## config.mk

```make
export PLATFORM = sky130hd
export DESIGN_NAME = spi_master_burst_fifo_controller_flat
export DESIGN_NICKNAME = d
export VERILOG_FILES = /design/src/smbf_pkg.sv /design/src/smbf_in_if.sv /design/src/smbf_out_if.sv /design/src/smbf_front.sv /design/src/smbf_back.sv /design/src/spi_master_burst_fifo_controller.sv /design/src/flat_wrapper.sv
export SDC_FILE = /design/constraint.sdc
export NUM_CORES = 2
export LEC_CHECK = 0
export ABC_AREA = 1
export ABC_CLOCK_PERIOD_IN_PS = 3370
export BUFFER_PORTS_ARGS = -buffer_cell sky130_fd_sc_hd__clkbuf_2
export CORE_MARGIN = 4
export CORE_UTILIZATION = 50
export CTS_CLUSTER_SIZE = 24
export DETAILED_ROUTE_END_ITERATION = 7
export PLACE_DENSITY = 0.66
export SETUP_SLACK_MARGIN = 0.1
export SLEW_MARGIN = 20
export SYNTH_ARGS = -nofsm -noshare
export SYNTH_HDL_FRONTEND = slang
export SYNTH_HIERARCHICAL = 1
export SYNTH_SLANG_ARGS = --single-unit
```

## constraint.sdc

```tcl
create_clock -name clk -period 3.37 [get_ports clk]
set_clock_uncertainty 0.2 [all_clocks]
set_input_delay 0.337 -clock clk [delete_from_list [all_inputs] [get_ports clk]]
set_output_delay 0.337 -clock clk [all_outputs]
set_load 0.05 [all_outputs]
```

## src/smbf_pkg.sv

```systemverilog
// Shared types, constants and helpers for the SPI master burst FIFO controller.
// Depends on nothing; every other file but the two interfaces refers to it by scoped names.
`timescale 1ns / 1ps
`default_nettype none

package smbf_pkg;

  localparam int FIFO_DEPTH    = 64;
  localparam int COUNT_BITS    = 24;
  localparam int PTR_BITS      = $clog2(FIFO_DEPTH);
  localparam int LVL_BITS      = $clog2(FIFO_DEPTH + 1);
  localparam int SUM_BITS      = LVL_BITS + 1;
  localparam int EXT_BITS      = LVL_BITS + 7;
  localparam int CFG_IDX_BITS  = 2;
  localparam int CFG_DATA_BITS = COUNT_BITS;
  localparam int QUEUE_DEPTH   = 2;
  localparam int QPTR_BITS     = $clog2(QUEUE_DEPTH);
  localparam int QCNT_BITS     = $clog2(QUEUE_DEPTH + 1);

  typedef enum logic [2:0] {
    OP_PUSH  = 3'd0,
    OP_START = 3'd1,
    OP_SHIFT = 3'd2,
    OP_POP   = 3'd3,
    OP_FLUSH = 3'd4
  } opcode_t;

  typedef enum logic [5:0] {
    CMD_NOP   = 6'b000001,
    CMD_PUSH  = 6'b000010,
    CMD_START = 6'b000100,
    CMD_SHIFT = 6'b001000,
    CMD_POP   = 6'b010000,
    CMD_FLUSH = 6'b100000
  } cmd_kind_t;

  typedef enum logic [2:0] {
    ERR_NONE   = 3'd0,
    ERR_TX_OVF = 3'd1,
    ERR_RX_OVF = 3'd2,
    ERR_RX_UDR = 3'd3,
    ERR_TX_UDR = 3'd4
  } err_t;

  typedef enum logic [CFG_IDX_BITS-1:0] {
    REG_TOTAL_BURSTS = 2'd0,
    REG_TX_BURSTS    = 2'd1,
    REG_DISCARD      = 2'd2,
    REG_DUMMY_BYTE   = 2'd3
  } reg_idx_t;

  typedef struct packed {
    cmd_kind_t  kind;
    logic [7:0] data;
  } cmd_t;

  typedef struct packed {
    logic [7:0] mosi_byte;
    logic       mosi_valid;
    logic       mosi_from_mem;
    logic       rx_valid;
    logic [6:0] rx_count;
    logic [6:0] tx_count;
    logic       busy;
    logic       complete;
    err_t       error_code;
  } res_t;

  // (ptr + lvl) mod FIFO_DEPTH; the sum stays below twice the depth
  function automatic logic [PTR_BITS-1:0] wrap_add(input logic [PTR_BITS-1:0] ptr,
                                                   input logic [LVL_BITS-1:0] lvl);
    logic [SUM_BITS-1:0] sum;
    sum = SUM_BITS'(ptr) + SUM_BITS'(lvl);
    if (sum >= SUM_BITS'(FIFO_DEPTH)) begin
      sum = sum - SUM_BITS'(FIFO_DEPTH);
    end
    return sum[PTR_BITS-1:0];
  endfunction

  function automatic logic [PTR_BITS-1:0] ptr_inc(input logic [PTR_BITS-1:0] ptr);
    logic [PTR_BITS-1:0] res;
    if (ptr == PTR_BITS'(FIFO_DEPTH - 1)) begin
      res = '0;
    end else begin
      res = ptr + 1'b1;
    end
    return res;
  endfunction

  // level as the 7-bit status field
  function automatic logic [6:0] count7(input logic [LVL_BITS-1:0] lvl);
    logic [EXT_BITS-1:0] ext;
    ext = EXT_BITS'(lvl);
    return ext[6:0];
  endfunction

endpackage

`default_nettype wire

```

## src/smbf_in_if.sv

```systemverilog
// Command channel: valid/ready handshake with the command payload.
// Depends on nothing.
`timescale 1ns / 1ps
`default_nettype none

interface smbf_in_if;
  logic       valid;
  logic       ready;
  logic [2:0] opcode;
  logic [7:0] tx_data;
  logic [7:0] miso_byte;

  modport source (output valid, output opcode, output tx_data, output miso_byte,
                  input ready);
  modport sink   (input valid, input opcode, input tx_data, input miso_byte,
                  output ready);
endinterface

`default_nettype wire

```

## src/smbf_out_if.sv

```systemverilog
// Result channel: valid/ready handshake with the status payload.
// Depends on nothing.
`timescale 1ns / 1ps
`default_nettype none

interface smbf_out_if;
  logic       valid;
  logic       ready;
  logic [7:0] mosi_byte;
  logic       mosi_valid;
  logic [7:0] rx_byte;
  logic       rx_valid;
  logic [6:0] rx_count;
  logic [6:0] tx_count;
  logic       busy_res;
  logic       complete;
  logic [2:0] error_code;

  modport source (output valid, output mosi_byte, output mosi_valid, output rx_byte,
                  output rx_valid, output rx_count, output tx_count, output busy_res,
                  output complete, output error_code, input ready);
  modport sink   (input valid, input mosi_byte, input mosi_valid, input rx_byte,
                  input rx_valid, input rx_count, input tx_count, input busy_res,
                  input complete, input error_code, output ready);
endinterface

`default_nettype wire

```

## src/smbf_front.sv

```systemverilog
// Front end: accepts command beats, classifies the opcode and queues the command.
// Depends on smbf_pkg and smbf_in_if.
`timescale 1ns / 1ps
`default_nettype none

module smbf_front (
  input  logic            clk,
  input  logic            rst_n,
  smbf_in_if.sink         in_ch,
  output logic            q_valid,
  output smbf_pkg::cmd_t  q_cmd,
  input  logic            q_pop
);

  smbf_pkg::cmd_t                      entry_r [smbf_pkg::QUEUE_DEPTH];
  logic [smbf_pkg::QPTR_BITS-1:0]      wr_ptr_r, wr_ptr_nxt;
  logic [smbf_pkg::QPTR_BITS-1:0]      rd_ptr_r, rd_ptr_nxt;
  logic [smbf_pkg::QCNT_BITS-1:0]      cnt_r, cnt_nxt;
  smbf_pkg::cmd_t                      cmd_in;
  logic                                push;

  assign in_ch.ready = (cnt_r != smbf_pkg::QCNT_BITS'(smbf_pkg::QUEUE_DEPTH));
  assign push        = in_ch.valid & in_ch.ready;
  assign q_valid     = (cnt_r != '0);
  assign q_cmd       = entry_r[rd_ptr_r];

  // shift carries the received byte, everything else the transmit byte
  always_comb begin
    cmd_in.data = in_ch.tx_data;
    case (smbf_pkg::opcode_t'(in_ch.opcode))
      smbf_pkg::OP_PUSH:  cmd_in.kind = smbf_pkg::CMD_PUSH;
      smbf_pkg::OP_START: cmd_in.kind = smbf_pkg::CMD_START;
      smbf_pkg::OP_SHIFT: begin
        cmd_in.kind = smbf_pkg::CMD_SHIFT;
        cmd_in.data = in_ch.miso_byte;
      end
      smbf_pkg::OP_POP:   cmd_in.kind = smbf_pkg::CMD_POP;
      smbf_pkg::OP_FLUSH: cmd_in.kind = smbf_pkg::CMD_FLUSH;
      default:            cmd_in.kind = smbf_pkg::CMD_NOP;
    endcase
  end

  always_comb begin
    wr_ptr_nxt = wr_ptr_r;
    rd_ptr_nxt = rd_ptr_r;
    cnt_nxt    = cnt_r;
    if (push) begin
      wr_ptr_nxt = (wr_ptr_r == smbf_pkg::QPTR_BITS'(smbf_pkg::QUEUE_DEPTH - 1)) ?
                   '0 : wr_ptr_r + 1'b1;
    end
    if (q_pop) begin
      rd_ptr_nxt = (rd_ptr_r == smbf_pkg::QPTR_BITS'(smbf_pkg::QUEUE_DEPTH - 1)) ?
                   '0 : rd_ptr_r + 1'b1;
    end
    case ({push, q_pop})
      2'b10:   cnt_nxt = cnt_r + 1'b1;
      2'b01:   cnt_nxt = cnt_r - 1'b1;
      default: cnt_nxt = cnt_r;
    endcase
  end

  always_ff @(posedge clk) begin
    if (!rst_n) begin
      wr_ptr_r <= '0;
      rd_ptr_r <= '0;
      cnt_r    <= '0;
    end else begin
      wr_ptr_r <= wr_ptr_nxt;
      rd_ptr_r <= rd_ptr_nxt;
      cnt_r    <= cnt_nxt;
    end
  end

  always_ff @(posedge clk) begin
    if (push) begin
      entry_r[wr_ptr_r] <= cmd_in;
    end
  end

endmodule

`default_nettype wire

```

## src/smbf_back.sv

```systemverilog
// Back end: executes queued commands against the transmit and receive FIFOs,
// the burst counter and the configuration registers; registers the result beat.
// Depends on smbf_pkg and smbf_out_if.
`timescale 1ns / 1ps
`default_nettype none

module smbf_back (
  input  logic                                clk,
  input  logic                                rst_n,
  input  logic                                cfg_we,
  input  logic [smbf_pkg::CFG_IDX_BITS-1:0]   cfg_idx,
  input  logic [smbf_pkg::CFG_DATA_BITS-1:0]  cfg_wdata,
  input  logic                                q_valid,
  input  smbf_pkg::cmd_t                      q_cmd,
  output logic                                q_pop,
  smbf_out_if.source                          out_ch
);

  // configuration
  logic [smbf_pkg::COUNT_BITS-1:0] total_r;
  logic [smbf_pkg::COUNT_BITS-1:0] tx_bursts_r;
  logic                            discard_r;
  logic [7:0]                      dummy_r;

  // FIFO and transfer state
  logic [7:0]                      tx_mem [smbf_pkg::FIFO_DEPTH];
  logic [7:0]                      rx_mem [smbf_pkg::FIFO_DEPTH];
  logic [7:0]                      tx_rd_r;
  logic [7:0]                      rx_rd_r;
  logic [smbf_pkg::LVL_BITS-1:0]   tx_lvl_r, tx_lvl_nxt;
  logic [smbf_pkg::LVL_BITS-1:0]   rx_lvl_r, rx_lvl_nxt;
  logic [smbf_pkg::PTR_BITS-1:0]   tx_rp_r, tx_rp_nxt;
  logic [smbf_pkg::PTR_BITS-1:0]   rx_rp_r, rx_rp_nxt;
  logic [smbf_pkg::COUNT_BITS-1:0] idx_r, idx_nxt, idx_inc;
  logic                            running_r, running_nxt;
  logic                            done_r, done_nxt;

  // result register
  smbf_pkg::res_t                  o_r, res;
  logic                            o_valid_r, o_valid_nxt;

  logic                            fire;
  logic                            in_tx;
  logic                            tx_we, tx_re, rx_we, rx_re;
  logic [smbf_pkg::PTR_BITS-1:0]   tx_wr_addr, rx_wr_addr;

  assign fire       = q_valid & (~o_valid_r | out_ch.ready);
  assign q_pop      = fire;
  assign in_tx      = (idx_r < tx_bursts_r);
  assign idx_inc    = idx_r + 1'b1;
  assign tx_wr_addr = smbf_pkg::wrap_add(tx_rp_r, tx_lvl_r);
  assign rx_wr_addr = smbf_pkg::wrap_add(rx_rp_r, rx_lvl_r);

  always_comb begin
    tx_lvl_nxt  = tx_lvl_r;
    rx_lvl_nxt  = rx_lvl_r;
    tx_rp_nxt   = tx_rp_r;
    rx_rp_nxt   = rx_rp_r;
    idx_nxt     = idx_r;
    running_nxt = running_r;
    done_nxt    = done_r;
    tx_we       = 1'b0;
    tx_re       = 1'b0;
    rx_we       = 1'b0;
    rx_re       = 1'b0;
    res         = '0;
    res.error_code = smbf_pkg::ERR_NONE;
    if (fire) begin
      case (q_cmd.kind)
        smbf_pkg::CMD_PUSH: begin
          if (tx_lvl_r >= smbf_pkg::LVL_BITS'(smbf_pkg::FIFO_DEPTH)) begin
            res.error_code = smbf_pkg::ERR_TX_OVF;
          end else begin
            tx_we      = 1'b1;
            tx_lvl_nxt = tx_lvl_r + 1'b1;
          end
        end
        smbf_pkg::CMD_START: begin
          idx_nxt     = '0;
          running_nxt = (total_r != '0);
          done_nxt    = (total_r == '0);
        end
        smbf_pkg::CMD_SHIFT: begin
          if (running_r) begin
            res.mosi_valid = 1'b1;
            if (in_tx && (tx_lvl_r != '0)) begin
              tx_re             = 1'b1;
              res.mosi_from_mem = 1'b1;
              tx_rp_nxt         = smbf_pkg::ptr_inc(tx_rp_r);
              tx_lvl_nxt        = tx_lvl_r - 1'b1;
            end else begin
              res.mosi_byte = dummy_r;
              if (in_tx) begin
                res.error_code = smbf_pkg::ERR_TX_UDR;
              end
            end
            if (!(discard_r && in_tx)) begin
              if (rx_lvl_r >= smbf_pkg::LVL_BITS'(smbf_pkg::FIFO_DEPTH)) begin
                // transmit underrun wins over receive overflow
                if (res.error_code == smbf_pkg::ERR_NONE) begin
                  res.error_code = smbf_pkg::ERR_RX_OVF;
                end
              end else begin
                rx_we      = 1'b1;
                rx_lvl_nxt = rx_lvl_r + 1'b1;
              end
            end
            idx_nxt = idx_inc;
            if (idx_inc >= total_r) begin
              running_nxt = 1'b0;
              done_nxt    = 1'b1;
            end
          end
        end
        smbf_pkg::CMD_POP: begin
          if (rx_lvl_r == '0) begin
            res.error_code = smbf_pkg::ERR_RX_UDR;
          end else begin
            rx_re        = 1'b1;
            res.rx_valid = 1'b1;
            rx_rp_nxt    = smbf_pkg::ptr_inc(rx_rp_r);
            rx_lvl_nxt   = rx_lvl_r - 1'b1;
          end
        end
        smbf_pkg::CMD_FLUSH: begin
          rx_lvl_nxt = '0;
          rx_rp_nxt  = '0;
        end
        default: ;
      endcase
    end
    res.rx_count = smbf_pkg::count7(rx_lvl_nxt);
    res.tx_count = smbf_pkg::count7(tx_lvl_nxt);
    res.busy     = running_nxt;
    res.complete = done_nxt;
  end

  always_comb begin
    if (fire) begin
      o_valid_nxt = 1'b1;
    end else if (out_ch.ready) begin
      o_valid_nxt = 1'b0;
    end else begin
      o_valid_nxt = o_valid_r;
    end
  end

  always_ff @(posedge clk) begin
    if (!rst_n) begin
      total_r     <= '0;
      tx_bursts_r <= '0;
      discard_r   <= 1'b0;
      dummy_r     <= '0;
    end else if (cfg_we) begin
      case (smbf_pkg::reg_idx_t'(cfg_idx))
        smbf_pkg::REG_TOTAL_BURSTS: total_r     <= cfg_wdata[smbf_pkg::COUNT_BITS-1:0];
        smbf_pkg::REG_TX_BURSTS:    tx_bursts_r <= cfg_wdata[smbf_pkg::COUNT_BITS-1:0];
        smbf_pkg::REG_DISCARD:      discard_r   <= cfg_wdata[0];
        smbf_pkg::REG_DUMMY_BYTE:   dummy_r     <= cfg_wdata[7:0];
        default: ;
      endcase
    end
  end

  always_ff @(posedge clk) begin
    if (!rst_n) begin
      tx_lvl_r  <= '0;
      rx_lvl_r  <= '0;
      tx_rp_r   <= '0;
      rx_rp_r   <= '0;
      idx_r     <= '0;
      running_r <= 1'b0;
      done_r    <= 1'b0;
      o_valid_r <= 1'b0;
    end else begin
      tx_lvl_r  <= tx_lvl_nxt;
      rx_lvl_r  <= rx_lvl_nxt;
      tx_rp_r   <= tx_rp_nxt;
      rx_rp_r   <= rx_rp_nxt;
      idx_r     <= idx_nxt;
      running_r <= running_nxt;
      done_r    <= done_nxt;
      o_valid_r <= o_valid_nxt;
    end
  end

  always_ff @(posedge clk) begin
    if (fire) begin
      o_r <= res;
    end
  end

  // read data only moves when a new result loads, so it holds through a stall
  always_ff @(posedge clk) begin
    if (tx_we) begin
      tx_mem[tx_wr_addr] <= q_cmd.data;
    end
    if (tx_re) begin
      tx_rd_r <= tx_mem[tx_rp_r];
    end
  end

  always_ff @(posedge clk) begin
    if (rx_we) begin
      rx_mem[rx_wr_addr] <= q_cmd.data;
    end
    if (rx_re) begin
      rx_rd_r <= rx_mem[rx_rp_r];
    end
  end

  assign out_ch.valid      = o_valid_r;
  assign out_ch.mosi_byte  = o_r.mosi_from_mem ? tx_rd_r : o_r.mosi_byte;
  assign out_ch.mosi_valid = o_r.mosi_valid;
  assign out_ch.rx_byte    = o_r.rx_valid ? rx_rd_r : 8'h00;
  assign out_ch.rx_valid   = o_r.rx_valid;
  assign out_ch.rx_count   = o_r.rx_count;
  assign out_ch.tx_count   = o_r.tx_count;
  assign out_ch.busy_res   = o_r.busy;
  assign out_ch.complete   = o_r.complete;
  assign out_ch.error_code = o_r.error_code;

`ifndef SYNTHESIS
  a_tx_lvl_bound: assert property (@(posedge clk) disable iff (!rst_n)
    tx_lvl_r <= smbf_pkg::LVL_BITS'(smbf_pkg::FIFO_DEPTH))
    else $error("transmit level beyond FIFO depth");

  a_rx_lvl_bound: assert property (@(posedge clk) disable iff (!rst_n)
    rx_lvl_r <= smbf_pkg::LVL_BITS'(smbf_pkg::FIFO_DEPTH))
    else $error("receive level beyond FIFO depth");

  a_run_done_excl: assert property (@(posedge clk) disable iff (!rst_n)
    !(running_r && done_r))
    else $error("transfer running and complete at once");

  a_flush_empties: assert property (@(posedge clk) disable iff (!rst_n)
    (fire && (q_cmd.kind == smbf_pkg::CMD_FLUSH)) |=> (rx_lvl_r == '0))
    else $error("flush left bytes in receive FIFO");

  a_pop_no_error: assert property (@(posedge clk) disable iff (!rst_n)
    (o_valid_r && o_r.rx_valid) |-> (o_r.error_code == smbf_pkg::ERR_NONE))
    else $error("popped byte reported with an error");
`endif

endmodule

`default_nettype wire

```

## src/spi_master_burst_fifo_controller.sv

```systemverilog
// Flow: an accepted command beat is queued in the front end; the back end executes it
// and registers its result beat, stalling while a loaded result is not yet taken.
// Throughput: one command per cycle while the result channel is ready, set by the execute
// stage with one write and one registered read port on each 64-byte FIFO memory.
// Reset: synchronous, active low; clears levels, pointers, burst state and the
// configuration registers; FIFO memories are not cleared and need no sweep.
`timescale 1ns / 1ps
`default_nettype none

module spi_master_burst_fifo_controller (
  input  logic                                clk,
  input  logic                                rst_n,
  input  logic                                cfg_we,
  input  logic [smbf_pkg::CFG_IDX_BITS-1:0]   cfg_idx,
  input  logic [smbf_pkg::CFG_DATA_BITS-1:0]  cfg_wdata,
  smbf_in_if.sink                             in_ch,
  smbf_out_if.source                          out_ch
);

  logic           q_valid;
  logic           q_pop;
  smbf_pkg::cmd_t q_cmd;

  smbf_front u_front (
    .clk     (clk),
    .rst_n   (rst_n),
    .in_ch   (in_ch),
    .q_valid (q_valid),
    .q_cmd   (q_cmd),
    .q_pop   (q_pop)
  );

  smbf_back u_back (
    .clk       (clk),
    .rst_n     (rst_n),
    .cfg_we    (cfg_we),
    .cfg_idx   (cfg_idx),
    .cfg_wdata (cfg_wdata),
    .q_valid   (q_valid),
    .q_cmd     (q_cmd),
    .q_pop     (q_pop),
    .out_ch    (out_ch)
  );

endmodule

`default_nettype wire

```

## src/flat_wrapper.sv

```systemverilog
// flat-port wrapper written by rule: the top's interface ports become plain ports
module spi_master_burst_fifo_controller_flat 
  (clk, rst_n, cfg_we, cfg_idx, cfg_wdata, in_ch_valid, in_ch_opcode, in_ch_tx_data, in_ch_miso_byte, in_ch_ready, out_ch_valid, out_ch_mosi_byte, out_ch_mosi_valid, out_ch_rx_byte, out_ch_rx_valid, out_ch_rx_count, out_ch_tx_count, out_ch_busy_res, out_ch_complete, out_ch_error_code, out_ch_ready);
  smbf_in_if in_ch_i ();
  smbf_out_if out_ch_i ();
  input  logic clk;
  input  logic rst_n;
  input  logic cfg_we;
  input  logic [smbf_pkg::CFG_IDX_BITS-1:0] cfg_idx;
  input  logic [smbf_pkg::CFG_DATA_BITS-1:0] cfg_wdata;
  input wire logic [$bits(in_ch_i.valid)-1:0] in_ch_valid;
  input wire logic [$bits(in_ch_i.opcode)-1:0] in_ch_opcode;
  input wire logic [$bits(in_ch_i.tx_data)-1:0] in_ch_tx_data;
  input wire logic [$bits(in_ch_i.miso_byte)-1:0] in_ch_miso_byte;
  output wire logic [$bits(in_ch_i.ready)-1:0] in_ch_ready;
  output wire logic [$bits(out_ch_i.valid)-1:0] out_ch_valid;
  output wire logic [$bits(out_ch_i.mosi_byte)-1:0] out_ch_mosi_byte;
  output wire logic [$bits(out_ch_i.mosi_valid)-1:0] out_ch_mosi_valid;
  output wire logic [$bits(out_ch_i.rx_byte)-1:0] out_ch_rx_byte;
  output wire logic [$bits(out_ch_i.rx_valid)-1:0] out_ch_rx_valid;
  output wire logic [$bits(out_ch_i.rx_count)-1:0] out_ch_rx_count;
  output wire logic [$bits(out_ch_i.tx_count)-1:0] out_ch_tx_count;
  output wire logic [$bits(out_ch_i.busy_res)-1:0] out_ch_busy_res;
  output wire logic [$bits(out_ch_i.complete)-1:0] out_ch_complete;
  output wire logic [$bits(out_ch_i.error_code)-1:0] out_ch_error_code;
  input wire logic [$bits(out_ch_i.ready)-1:0] out_ch_ready;
  assign in_ch_i.valid = in_ch_valid;
  assign in_ch_i.opcode = in_ch_opcode;
  assign in_ch_i.tx_data = in_ch_tx_data;
  assign in_ch_i.miso_byte = in_ch_miso_byte;
  assign in_ch_ready = in_ch_i.ready;
  assign out_ch_valid = out_ch_i.valid;
  assign out_ch_mosi_byte = out_ch_i.mosi_byte;
  assign out_ch_mosi_valid = out_ch_i.mosi_valid;
  assign out_ch_rx_byte = out_ch_i.rx_byte;
  assign out_ch_rx_valid = out_ch_i.rx_valid;
  assign out_ch_rx_count = out_ch_i.rx_count;
  assign out_ch_tx_count = out_ch_i.tx_count;
  assign out_ch_busy_res = out_ch_i.busy_res;
  assign out_ch_complete = out_ch_i.complete;
  assign out_ch_error_code = out_ch_i.error_code;
  assign out_ch_i.ready = out_ch_ready;
  spi_master_burst_fifo_controller u_core (.clk(clk), .rst_n(rst_n), .cfg_we(cfg_we), .cfg_idx(cfg_idx), .cfg_wdata(cfg_wdata), .in_ch(in_ch_i), .out_ch(out_ch_i));
endmodule
```

==> results_tabular.tex <==
\begin{tabular}{lr}
\hline
Metric & Value \\
\hline
\multicolumn{2}{l}{\textbf{Status}} \\
\quad Result of the run & finished, final reports clean \\
\multicolumn{2}{l}{\textbf{Die}} \\
\quad Die boundary height & 326 um \\
\quad Row count & 116 \\
\quad Num ports & 89 \\
\quad Die Outline Area & 106000 um\^{}2 \\
\quad Starting Density & 50.4\% \\
\quad Core Area & 100000 um\^{}2 \\
\quad Die Width & 326 um \\
\multicolumn{2}{l}{\textbf{Clock network}} \\
\quad CTS clock-pin slew for the worst setup and hold paths & 0.07 ns \\
\quad Source-to-sink clock delay at the later pin of the worst-skew pair & 0.73 ns \\
\quad Maximum buffer depth of the clock tree & 3 \\
\quad TritonCTS Sinks & 1213 \\
\quad H-tree lvl count & 3 \\
\quad TritonCTS clock tree & yes \\
\quad Number of buffers created by CTS & 121 \\
\quad Clk Tree Root Cell & sky130\_fd\_sc\_hd\_\_clkbuf\_16 \\
\multicolumn{2}{l}{\textbf{Synth}} \\
\quad Count of cell types in the netlist & 50 \\
\quad Number of flops mapped to enable cells by yosys & 1098 \\
\quad Post-Synthesis Mean Instance Area & 11.9 um\^{}2 \\
\quad Leading cell type by number of instances after synthesis & sky130\_fd\_sc\_hd\_\_edfxtp\_1 \\
\quad Synthesized area & 50600 um\^{}2 \\
\quad Most used standard cells in the synthesized netlist & sky130\_fd\_sc\_hd\_\_edfxtp\_1 (1098), sky130\_fd\_sc\_hd\_\_nor2\_1 (761), sky130\_fd\_sc\_hd\_\_o21ai\_0 (600), sky130\_fd\_sc\_hd\_\_nand2\_1 (396), sky130\_fd\_sc\_hd\_\_clkbuf\_1 (207) \\
\quad Xor and xnor fraction of the mapped netlist area & 0.675\% \\
\quad Post-synthesis async set-or-reset flop share & 0\% \\
\quad Synthesized netlist net count & 4383 \\
\quad Largest family of logic cells by synthesized area & compound AO/OA/AOI/OAI gates \\
\quad Cell types occupying the most area after synthesis & sky130\_fd\_sc\_hd\_\_edfxtp\_1 (65\%), sky130\_fd\_sc\_hd\_\_o21ai\_0 (5.9\%), sky130\_fd\_sc\_hd\_\_nor2\_1 (5.6\%), sky130\_fd\_sc\_hd\_\_dfxtp\_1 (4.6\%), sky130\_fd\_sc\_hd\_\_nand2\_1 (2.9\%) \\
\quad Area share of the largest cell type after synthesis & 65.2\% \\
\quad Post-synthesis sequential area ratio & 69.7\% \\
\quad Multiplexer fraction of the synthesized cell area & 0.490\% \\
\quad Yosys warning total & 6 \\
\quad FF+latch count, synth & 1213 \\
\quad Synth Area in Adders & 1.74\% \\
\quad Gate count of the mapped netlist & 4264 \\
\quad Yosys top cell by area & sky130\_fd\_sc\_hd\_\_edfxtp\_1 \\
\quad Compound-gate portion of the synthesized area & 12.2\% \\
\quad Area fraction in and, or, nand and nor cells after synthesis & 11.6\% \\
\quad Top\_reg\_cell synth & sky130\_fd\_sc\_hd\_\_edfxtp\_1 \\
\multicolumn{2}{l}{\textbf{Detailed routing}} \\
\quad TritonRoute pass-1 iters & 6 \\
\quad Ratio of routed vias to standard cells & 5.83 \\
\quad Initial detailed-routing violation count & 4011 \\
\quad Routed wire length & 134000 um \\
\quad Detailed-route DRC error count & 0 \\
\quad Antenna-violating nets left & 0 \\
\quad Via total after detailed routing & 35000 \\
\quad Final routed wire length divided by cell count & 22.4 um \\
\multicolumn{2}{l}{\textbf{Worst setup path}} \\
\quad Critical Path Fanout Max & 4 \\
\quad Reg2Reg Launch Point & u\_core/u\_back/idx\_r[0]\$\_SDFFE\_PN0P\_ \\
\quad Data arrival time of the worst path & 3.48 ns \\
\quad Startpoint type of the worst setup path & flop \\
\quad Type of the worst setup path & flop to flop \\
\quad Reg2Reg Depth & 18 \\
\quad Worst-case register-to-register setup slack & 0.14 ns \\
\quad Endpoint kind of the worst setup timing path & flop \\
\quad Critical register-to-register path endpoint & u\_core/u\_back/out\_ch.busy\_res\$\_DFFE\_PP\_ \\
\quad Worst path required time & 3.63 ns \\
\multicolumn{2}{l}{\textbf{Place}} \\
\quad Port Buffer Count & 88 \\
\quad Final HPWL DP & 82800 um \\
\quad Dpl cell area & 53900 um\^{}2 \\
\quad Gpl congestion & 0.886 \\
\multicolumn{2}{l}{\textbf{Pwr}} \\
\quad Share of total power in sequential cells & 48.5\% \\
\quad Relative contribution of the clock network to total power & 37.7\% \\
\quad Static power due to leakage & 20.9 nW \\
\quad Share of power burned in combinational logic & 13.8\% \\
\quad Worst voltage drop across the vdd grid & 0.482 mV \\
\quad Cell-internal power & 27.8 mW \\
\quad Net switching component of the power & 10.1 mW \\
\quad Power density of the placed cells & 639 nW/um\^{}2 \\
\quad Net switching share of the total power & 26.6\% \\
\multicolumn{2}{l}{\textbf{Global routing}} \\
\quad Pin count of the biggest net entering global routing & 89 \\
\quad Global-route usage over all layers & 24.8\% \\
\quad Global route overflow & 0 \\
\quad Vias in the first global route & 33700 \\
\quad Global-route wire length before repair & 204000 um \\
\quad Initial antenna violation count & 2 \\
\multicolumn{2}{l}{\textbf{Timing}} \\
\quad Final Setup Violations & 0 \\
\quad Unrepaired setup endpoints after global routing & true \\
\quad Sum of negative setup slack & 0 ns \\
\quad Headroom to the max-slew limit & 25.2\% \\
\quad Worst hold slack across all endpoints & 0.256 ns \\
\quad Min Clock Period, post-route & 3.23 ns \\
\quad Number of slew-limit violations in the final report & 0 \\
\quad Top achievable clock speed & 310 MHz \\
\quad Ratio of final minimum period to clock period & 95.8\% \\
\quad Final-report hold violation count & 0 \\
\quad Worst-margin pin slew & 1.12 ns \\
\multicolumn{2}{l}{\textbf{Layout}} \\
\quad Total non-filler cell area in the finished layout & 59300 um\^{}2 \\
\quad Final Net Count & 4660 \\
\quad Share of layout cells above drive strength 1 & 15.0\% \\
\quad Synthesis-to-finish area growth & 17.2\% \\
\multicolumn{2}{l}{\textbf{Worst hold path}} \\
\quad Hold-critical path depth & 2 \\
\quad Worst hold path class & flop to flop \\
\quad End of the worst hold path & u\_core/u\_back/dummy\_r[4]\$\_SDFFE\_PN0P\_ \\
\quad Startpoint of the lowest-slack hold path & u\_core/u\_back/dummy\_r[4]\$\_SDFFE\_PN0P\_ \\
\multicolumn{2}{l}{\textbf{Job}} \\
\quad Maximum capacitance violations & 0 \\
\hline
\end{tabular}
## kinds of logic after synthesis
| kind of cell | Yosys count |
|---|---|
| adder cells (fa/ha/maj) | 69 |
| AND/OR/NAND/NOR | 1404 |
| XOR/XNOR | 39 |
| flip-flops | 1213 |
| buffers and inverters | 452 |
| AO/OA/AOI/OAI | 1065 |
| multiplexers | 22 |
## per-layer routing
metal  track usage (%)  part of all wire [%]
met5                 0                     0
met4              8.12                   2.8
met3              3.75                   8.0
met2              39.5                    47
met1              35.2                    42
## area by class of cell
class | count | area, um^2
sequential | 1213 | 35300
clock inverter | 83 | 1080
tap | 1357 | 1700
clock buffer | 146 | 3180
multi-input combinational | 2599 | 13900
antenna | 1 | 2.50
fill | 7884 | 41000
timing repair buffer | 414 | 3430
inverter | 192 | 733
## critical path, cell delays in order (launching register included)
cell and delay [ns]:
sky130_fd_sc_hd__dfxtp_2 0.35, sky130_fd_sc_hd__ha_4 0.16, sky130_fd_sc_hd__nand3_4 0.10, sky130_fd_sc_hd__nor2_4 0.14, sky130_fd_sc_hd__nand4_4 0.10, sky130_fd_sc_hd__nor2_4 0.13, sky130_fd_sc_hd__nand3_4 0.10, sky130_fd_sc_hd__nor2_4 0.18
sky130_fd_sc_hd__nand3_2 0.08, sky130_fd_sc_hd__xor2_1 0.14, sky130_fd_sc_hd__inv_1 0.08, sky130_fd_sc_hd__ha_1 0.29, sky130_fd_sc_hd__nand2_1 0.08, sky130_fd_sc_hd__nor2_2 0.13, sky130_fd_sc_hd__nand2_2 0.11, sky130_fd_sc_hd__nor4b_4 0.31
sky130_fd_sc_hd__nand2_1 0.11, sky130_fd_sc_hd__nand4_1 0.11, sky130_fd_sc_hd__a21oi_2 0.07
## what timing repair did
item | in CTS | in global routing
setup buffers | 1 | 23
hold buffers | 50 | 0
setup endpoints to repair | 436 | 1029
pin swaps | 1 | 25
endpoints found under the hold margin | 99 | 0
resized for setup | 2 | 86
## how the worst max path moves through the flow
| stage | startpoint | end | slack [ns] |
|---|---|---|---|
| after floorplan | u_core/u_back/idx_r[0]$_SDFFE_PN0P_ | u_core/u_back/out_ch.busy_res$_DFFE_PP_ | 0.28 |
| after global placement | flop | u_core/u_back/tx_mem[6][4]$_DFFE_PP_ | 0.06 |
| after detailed placement | flop | u_core/u_back/tx_mem[45][5]$_DFFE_PP_ | -0.05 |
| after CTS | flop | u_core/u_back/tx_mem[23][2]$_DFFE_PP_ | -0.08 |
| after global routing | u_core/u_back/idx_r[0]$_SDFFE_PN0P_ | u_core/u_back/out_ch.busy_res$_DFFE_PP_ | -0.06 |
| final | u_core/u_back/idx_r[0]$_SDFFE_PN0P_ | u_core/u_back/out_ch.busy_res$_DFFE_PP_ | 0.14 |
## power groups by stage
stage,Sequential (mW),Combinational [mW],Clock [mW]
final,18.4,5.23,14.3
after global routing,18.4,5.62,15.2
after CTS,18.4,5.22,14.5
after detailed placement,18.7,5.17,0
after global placement,18.7,5.12,0
after floorplan,18.7,2.84,0
## per-stage QoR
stage / power (mW) / setup WS, ns / cells / utilization, %
after floorplan: 21.5 / 0.284 / 4264 / -
after global placement: 23.8 / 0.0612 / 5701 / 53.8
after detailed placement: 23.9 / -0.0463 / 5701 / 53.8
after CTS: 38.1 / -0.0831 / 5981 / 58.5
after global routing: 39.2 / -0.0570 / 6004 / 59.1
final: 37.9 / 0.143 / 6005 / 59.1
## placed cells by master (no fill, tap or decap), types with 8 or more instances in the layout
master and n:
sky130_fd_sc_hd__mux2_4 8, sky130_fd_sc_hd__a21oi_1 139, sky130_fd_sc_hd__nand4_1 34, sky130_fd_sc_hd__buf_4 241, sky130_fd_sc_hd__inv_1 174, sky130_fd_sc_hd__dfxtp_1 101, sky130_fd_sc_hd__nor2_1 744, sky130_fd_sc_hd__nor2_2 15
sky130_fd_sc_hd__clkbuf_1 17, sky130_fd_sc_hd__xor2_1 26, sky130_fd_sc_hd__nand2_2 13, sky130_fd_sc_hd__dlygate4sd3_1 50, sky130_fd_sc_hd__o22ai_1 114, sky130_fd_sc_hd__ha_1 64, sky130_fd_sc_hd__nor2_4 14, sky130_fd_sc_hd__nand3_1 134
sky130_fd_sc_hd__nand2_4 13, sky130_fd_sc_hd__clkbuf_16 122, sky130_fd_sc_hd__dfxtp_2 10, sky130_fd_sc_hd__nand2_1 380, sky130_fd_sc_hd__nor4_1 8, sky130_fd_sc_hd__clkinv_2 30, sky130_fd_sc_hd__buf_12 33, sky130_fd_sc_hd__inv_2 8
sky130_fd_sc_hd__o21ai_0 599, sky130_fd_sc_hd__o211ai_1 44, sky130_fd_sc_hd__clkbuf_2 88, sky130_fd_sc_hd__xnor2_1 11, sky130_fd_sc_hd__clkinv_1 22, sky130_fd_sc_hd__mux2_2 14, sky130_fd_sc_hd__o221ai_1 137, sky130_fd_sc_hd__nor3_1 18
sky130_fd_sc_hd__bufinv_16 24, sky130_fd_sc_hd__nand3_4 11, sky130_fd_sc_hd__edfxtp_1 1098
## sequential cells by signal, indices dropped and copies added, names as in the netlist, 2 cells and up, named ones only
| signal | count |
|---|---|
| u_core/u_back/rx_mem | 512 |
| u_core/u_back/tx_mem | 512 |
| u_core/u_front/entry_r | 28 |
| u_core/u_back/idx_r | 24 |
| u_core/u_back/total_r | 24 |
| u_core/u_back/tx_bursts_r | 24 |
| u_core/u_back/o_r | 9 |
| u_core/u_back/dummy_r | 8 |
| u_core/u_back/rx_rd_r | 8 |
| u_core/u_back/tx_rd_r | 8 |
| u_core/u_back/out_ch.rx_count | 7 |
| u_core/u_back/out_ch.tx_count | 7 |
| u_core/u_back/rx_lvl_r | 7 |
| u_core/u_back/tx_lvl_r | 7 |
| u_core/u_back/rx_rp_r | 6 |
| u_core/u_back/tx_rp_r | 6 |
| u_core/u_back/out_ch.error_code | 3 |
| u_core/u_front/cnt_r | 2 |
No activity file was read; power rests on OpenSTA's default activity.
